===== src/rtl/core/rxrb_pkg.sv =====
package rxrb_pkg;

	// Ring geometry
	localparam int DEPTH = 32;
	localparam int PTR_W = (DEPTH > 1) ? $clog2(DEPTH) : 1;
	localparam logic [PTR_W-1:0] PTR_LAST = PTR_W'(DEPTH - 1);

	// Register reset values and register indexes
	localparam logic [7:0] DROP_CHAR_RST     = 8'd10;
	localparam logic [7:0] LINE_END_CHAR_RST = 8'd13;
	localparam logic       REG_DROP_CHAR     = 1'b0;
	localparam logic       REG_LINE_END_CHAR = 1'b1;

	// Operation codes
	typedef enum logic [1:0] {
		FUNC_PUSH  = 2'd0,
		FUNC_READ  = 2'd1,
		FUNC_CLEAR = 2'd2,
		FUNC_NOP   = 2'd3
	} func_t;

	// Request from the pointer logic to the byte store
	typedef struct packed {
		logic             we;
		logic [PTR_W-1:0] waddr;
		logic [7:0]       wdata;
		logic             re;
		logic [PTR_W-1:0] raddr;
	} store_req_t;

	// Next ring index with wrap at the last entry
	function automatic logic [PTR_W-1:0] next_index(input logic [PTR_W-1:0] p);
		return (p == PTR_LAST) ? '0 : p + PTR_W'(1);
	endfunction

endpackage


===== src/rtl/core/rxrb_store.sv =====
module rxrb_store (
	input  logic                    clk,
	input  rxrb_pkg::store_req_t    req,
	output logic [7:0]              rd_data_s1
);
	import rxrb_pkg::*;

	logic [7:0] mem [DEPTH];

	// One write port
	always_ff @(posedge clk) begin
		if (req.we) begin
			mem[req.waddr] <= req.wdata;
		end
	end

	// Registered read port
	always_ff @(posedge clk) begin
		if (req.re) begin
			rd_data_s1 <= mem[req.raddr];
		end
	end

endmodule


===== src/rtl/core/rxrb_ctrl.sv =====
module rxrb_ctrl (
	input  logic                    clk,
	input  logic                    arst_n,
	input  logic                    accept,
	input  logic [1:0]              func,
	input  logic [7:0]              rx_byte,
	input  logic                    cfg_we,
	input  logic                    cfg_index,
	input  logic [7:0]              cfg_wdata,
	output rxrb_pkg::store_req_t    req,
	output logic                    done_s1,
	output logic                    read_valid_s1,
	output logic                    line_end_s1,
	output logic                    overwrote_s1
);
	import rxrb_pkg::*;

	logic [7:0]       drop_char_q;
	logic [7:0]       line_end_char_q;
	logic [PTR_W-1:0] rptr_q;
	logic [PTR_W-1:0] wptr_q;
	logic [PTR_W-1:0] wptr_nxt;
	logic [PTR_W-1:0] rptr_inc;
	logic             is_push;
	logic             is_read;
	logic             is_clear;
	logic             not_empty;
	logic             full_hit;

	// Operation decode
	always_comb begin
		is_push  = 1'b0;
		is_read  = 1'b0;
		is_clear = 1'b0;
		unique case (func_t'(func))
			FUNC_PUSH:  is_push  = accept && (rx_byte != drop_char_q);
			FUNC_READ:  is_read  = accept;
			FUNC_CLEAR: is_clear = accept;
			default:    ;
		endcase
	end

	assign not_empty = (rptr_q != wptr_q);
	assign wptr_nxt  = next_index(wptr_q);
	assign rptr_inc  = next_index(rptr_q);
	assign full_hit  = (wptr_nxt == rptr_q);

	// Store access
	always_comb begin
		req.we    = is_push;
		req.waddr = wptr_q;
		req.wdata = rx_byte;
		req.re    = is_read && not_empty;
		req.raddr = rptr_q;
	end

	// Configuration registers
	always_ff @(posedge clk or negedge arst_n) begin
		if (!arst_n) begin
			drop_char_q     <= DROP_CHAR_RST;
			line_end_char_q <= LINE_END_CHAR_RST;
		end else if (cfg_we) begin
			if (cfg_index == REG_DROP_CHAR) begin
				drop_char_q <= cfg_wdata;
			end
			if (cfg_index == REG_LINE_END_CHAR) begin
				line_end_char_q <= cfg_wdata;
			end
		end
	end

	// Ring pointers
	always_ff @(posedge clk or negedge arst_n) begin
		if (!arst_n) begin
			rptr_q <= '0;
			wptr_q <= '0;
		end else begin
			if (is_push) begin
				wptr_q <= wptr_nxt;
				if (full_hit) begin
					rptr_q <= rptr_inc;
				end
			end else if (is_read && not_empty) begin
				rptr_q <= rptr_inc;
			end else if (is_clear) begin
				rptr_q <= wptr_q;
			end
		end
	end

	// Result flags, registered in the cycle after the item
	always_ff @(posedge clk or negedge arst_n) begin
		if (!arst_n) begin
			done_s1       <= 1'b0;
			read_valid_s1 <= 1'b0;
			line_end_s1   <= 1'b0;
			overwrote_s1  <= 1'b0;
		end else begin
			done_s1       <= accept;
			read_valid_s1 <= is_read && not_empty;
			line_end_s1   <= is_push && (rx_byte == line_end_char_q);
			overwrote_s1  <= is_push && full_hit;
		end
	end

	// Checks
	a_done_follows: assert property (@(posedge clk) disable iff (!arst_n)
		accept |=> done_s1)
		else $error("result strobe missing after accepted item");

	a_flags_need_done: assert property (@(posedge clk) disable iff (!arst_n)
		(read_valid_s1 || line_end_s1 || overwrote_s1) |-> done_s1)
		else $error("result flag without strobe");

	a_overwrite_ptrs: assert property (@(posedge clk) disable iff (!arst_n)
		overwrote_s1 |-> (!read_valid_s1 && rptr_q == next_index(wptr_q)))
		else $error("pointers inconsistent after overwrite");

	a_clear_empties: assert property (@(posedge clk) disable iff (!arst_n)
		is_clear |=> (rptr_q == wptr_q))
		else $error("ring not empty after clear");

endmodule


===== src/rtl/core/uart_rx_line_ring_buffer.sv =====
// Channel  Handshake          Payload
// input    start / busy       func, rx_byte
// result   done (strobe)      read_byte, read_valid, line_end, overwrote
// config   cfg_we             cfg_index, cfg_wdata
//
// An item is taken at any edge with start high; busy is always low, so one
// push, read or clear enters every cycle. Its result shows on the result ports
// for one cycle, in the cycle after the item, since the store's read port is
// registered. Reset is asynchronous, active low, and leaves the ring
// empty; stored bytes are not cleared. The receiver cannot stall.
module uart_rx_line_ring_buffer (
	input  logic       clk,
	input  logic       arst_n,
	input  logic       start,
	output logic       busy,
	input  logic [1:0] func,
	input  logic [7:0] rx_byte,
	input  logic       cfg_we,
	input  logic       cfg_index,
	input  logic [7:0] cfg_wdata,
	output logic       done,
	output logic [7:0] read_byte,
	output logic       read_valid,
	output logic       line_end,
	output logic       overwrote
);
	import rxrb_pkg::*;

	store_req_t req;
	logic [7:0] rd_data_s1;
	logic       accept;
	logic       read_valid_s1;

	assign busy   = 1'b0;
	assign accept = start && !busy;

	rxrb_ctrl u_ctrl (
		.clk           (clk),
		.arst_n        (arst_n),
		.accept        (accept),
		.func          (func),
		.rx_byte       (rx_byte),
		.cfg_we        (cfg_we),
		.cfg_index     (cfg_index),
		.cfg_wdata     (cfg_wdata),
		.req           (req),
		.done_s1       (done),
		.read_valid_s1 (read_valid_s1),
		.line_end_s1   (line_end),
		.overwrote_s1  (overwrote)
	);

	rxrb_store u_store (
		.clk        (clk),
		.req        (req),
		.rd_data_s1 (rd_data_s1)
	);

	// Popped byte, zero when no byte came back
	assign read_valid = read_valid_s1;
	assign read_byte  = read_valid_s1 ? rd_data_s1 : 8'd0;

endmodule


===== config.mk =====
export PLATFORM = sky130hd
export DESIGN_NAME = uart_rx_line_ring_buffer
export DESIGN_NICKNAME = d
export VERILOG_FILES = /design/src/rtl/core/rxrb_pkg.sv /design/src/rtl/core/rxrb_store.sv /design/src/rtl/core/rxrb_ctrl.sv /design/src/rtl/core/uart_rx_line_ring_buffer.sv
export SDC_FILE = /design/constraint.sdc
export NUM_CORES = 1
export LEC_CHECK = 0
export BUFFER_PORTS_ARGS = -buffer_cell sky130_fd_sc_hd__buf_2
export CORE_MARGIN = 1
export CORE_UTILIZATION = 50
export DETAILED_ROUTE_END_ITERATION = 8
export PLACE_DENSITY = 0.68
export SYNTH_ARGS = -nofsm -noshare
export SYNTH_HDL_FRONTEND = slang
export SYNTH_SLANG_ARGS = --single-unit

===== constraint.sdc =====
create_clock -name clk -period 2.8 [get_ports clk]
set_input_delay 0.42 -clock clk [delete_from_list [all_inputs] [get_ports clk]]
set_output_delay 0.42 -clock clk [all_outputs]
set_load 0.05 [all_outputs]

==> impl_metrics.ini <==
[critical_path]
crit_type = reg -> reg
worstSetupEndpointType = flip-flop
crit_fanout = 22
required_ns = 3.08
critical_path_arrival_ns = 2.93
startpoint_type = flip-flop

[worst_hold_path]
min_path_type = in -> reg

[pwr]
p_per_area_nw_per_um2 = 886.7
finalPower_mw = 12.22
irDropWorstVdd_uv = 601.4
p_leak_nw = 4.650

[sta]
slew_violations = 0
rsz0062_at_grt = no
fin_setup_tns_ns = 0
relSlewSlack = 0.4500
skew_ns = 0.01316
setup_viol = 0
finalHoldViolations = 0
worstMarginPinSlew_ns = 0.8233
post-route-period-util = 0.9462
fmax_mhz = 377.5
fin_crit_ns = 2.649

[finish]
layout_common_cells = edfxtp_1, mux4_2, buf_4
nFillCells = 1698
regArea_um2 = 8691
final_common_cell = edfxtp_1
syn2layout_area_growth_pct = 15.85
fin_cells = 1012
fin_nets = 700
finish.utilization = 0.5888
multiInputGateArea_um2 = 3048
layout-drive-gt1-share = 0.3844

[clock_network]
clock_latency_ns = 0.53
cts-buffers-inserted = 29
htree_num_levels = 1
cts-root-buf = clkbuf_16
ctsLongestPathBuffers = 3
clk_pin_slew_ns = 0.06
cts.sinks = 294
cts_tree = built

[synthesis]
ys_warn_count = 0
synth.avg_cell_area_um2 = 20.76
ys_seq_elements = 294
syn_area_um2 = 11890
synth_top_area_cell = edfxtp_1
ys_top_cells_by_area = edfxtp_1, mux4_2, dfrtp_1
syn_inst = 573
ys_types = 45
synth-seq-area-share = 0.7302
synth_fp_nets = 603
synth_top_area_share = 0.6666

[die]
die_x_um = 156.2
die_area_um2 = 24410
core_area_um2 = 23400
pin_count = 36
core.rowCount = 56
die_h_um = 156.2
initial_core_util = 0.5082

[global_route]
antenna_found_initial = 2
grt_pass1_wl_um = 37100
grt_pass1_vias = 5917
overflow = 0
grt_usage = 0.2108
grt_max_degree = 34

[route]
routedWlPerCell_um = 24.11
viasPerCell = 5.781
wl_um = 24400
dr.pass1.iters = 5
dr_total_vias = 5850
ant_nets = 0
route.detailed.drc = 0
drtIter0Drc = 562

[placement]
dp_cells = 956
io_buffers = 34
post-dp-hpwl_um = 15930
place_congestion = 0.8435

[status]
outcome = completed

[flow_run]
drv_cap = 0
==> stage by stage <==
stage,hold slack (ns),area [µm²],setup slack (ns)
finish,0.02506,13780,0.1508
global route,0.01791,13780,0.02600
CTS,0.009233,13760,0.08157
detailed placement,0.4942,12830,0.1209
global placement,0.4849,12830,0.1518
floorplan,0.1244,11890,0.2765
==> kinds of logic (layout without fill, tap and decap cells) <==
logic type / after synthesis / in the layout / synth area share
AOI/OAI and AO/OA: 12 / 12 / 0.009364
DFF: 294 / 294 / 0.7302
buffers and inverters: 35 / 154 / 0.01368
muxes: 114 / 114 / 0.1835
and+or+nand+nor: 85 / 85 / 0.03714
adders and majority gates: 7 / 7 / 0.007364
other: 1 / 2 / 0.0003153
xor gates and xnor gates: 25 / 25 / 0.01841
==> metal layers <==
layer | vias up | routed length [µm] | part of all wire | global-route usage
met2 | 228 | 11510 | 0.47 | 0.3236
met1 | 3069 | 10860 | 0.45 | 0.3248
met5 | - | 0 | 0 | 0
li1 | 2528 | - | - | -
met4 | 0 | 325 | 0.013 | 0.04995
met3 | 25 | 1700 | 0.070 | 0.02742
==> final timing paths <==
kind / startpoint / endpoint / slack, ns / cells after the start
setup reg to reg: u_ctrl.rptr_q[0] / u_store.rd_data_s1[5] / 0.15 / 4
hold reg to reg: u_ctrl.drop_char_q[7] / u_ctrl.drop_char_q[7] / 0.53 / 1
max in group asynchronous: arst_n / u_ctrl.rptr_q[0] / 1.84 / 2
min in group asynchronous: arst_n / u_ctrl.overwrote_s1 / 0.46 / 2
setup / recovery: u_ctrl.rptr_q[0] / u_store.rd_data_s1[5] / 0.15 / 4
hold / removal: start / u_ctrl.done_s1 / 0.03 / 1
==> state kept, by name, summed over array words and instances, names as in the netlist, 5 cells and up <==
signal and flops:
u_ctrl.drop_char_q 8, u_ctrl.line_end_char_q 8, u_ctrl.rptr_q 5, u_ctrl.wptr_q 5, u_store.mem 256, u_store.rd_data_s1 8
==> synthesized netlist by cell type <==
cell and count:
a2111oi_4 1, conb_1 1, a2111oi_2 1, nor4_2 1, nor3_1 2, dfstp_2 5, buf_4 1, nand3_1 4
and2_1 8, dfrtp_1 25, a211o_1 2, xnor2_1 10, nor2_2 1, inv_1 6, or3_1 2, mux4_2 80
mux2i_1 2, a21oi_1 1, nor4_1 2, o311ai_0 1, nor4b_1 1, mux2_2 32, a31oi_1 1, nor2b_1 2
and3_1 4, nor3b_1 1, buf_6 2, or4bb_1 1, xor2_1 15, a22o_1 1, clkbuf_2 1, nand3b_1 3
buf_1 4, nor2_1 36, nand4_1 4, or3b_2 2, o21ai_0 3, nor4bb_1 1, ha_1 7, nand2_1 9
edfxtp_1 264, buf_2 9, clkbuf_1 12, and4_1 1, o31ai_1 1
==> worst max-delay path, stage by stage (launching register included) <==
cell	delay [ns]
dfrtp_4	0.70
buf_12	0.28
mux4_2	0.58
mux4_2	0.53
mux2_2	0.30
==> power by group <==
group          internal, mW  total, mW  switching, mW
Combinational          1.73       3.28           1.55
Sequential             4.99       5.21          0.222
Clock                  2.18       3.72           1.54
==> what timing repair did <==
item,CTS,global route
endpoints found under the setup margin,0,3
buffers inserted,0,1
hold buffers,1,0
endpoints found under the hold margin,25,0
gates resized for setup,0,3
==> final cells by class <==
type	count	area share
Antenna cell	1	0.0001816
Clock buffer	39	0.05794
Clock inverter	14	0.008990
Inverter	6	0.001635
Multi-Input combinational cell	244	0.2212
Sequential cell	294	0.6308
Tap cell	319	0.02897
Timing Repair Buffer	95	0.05031
Note: power is estimated with default switching activity, not from simulation.
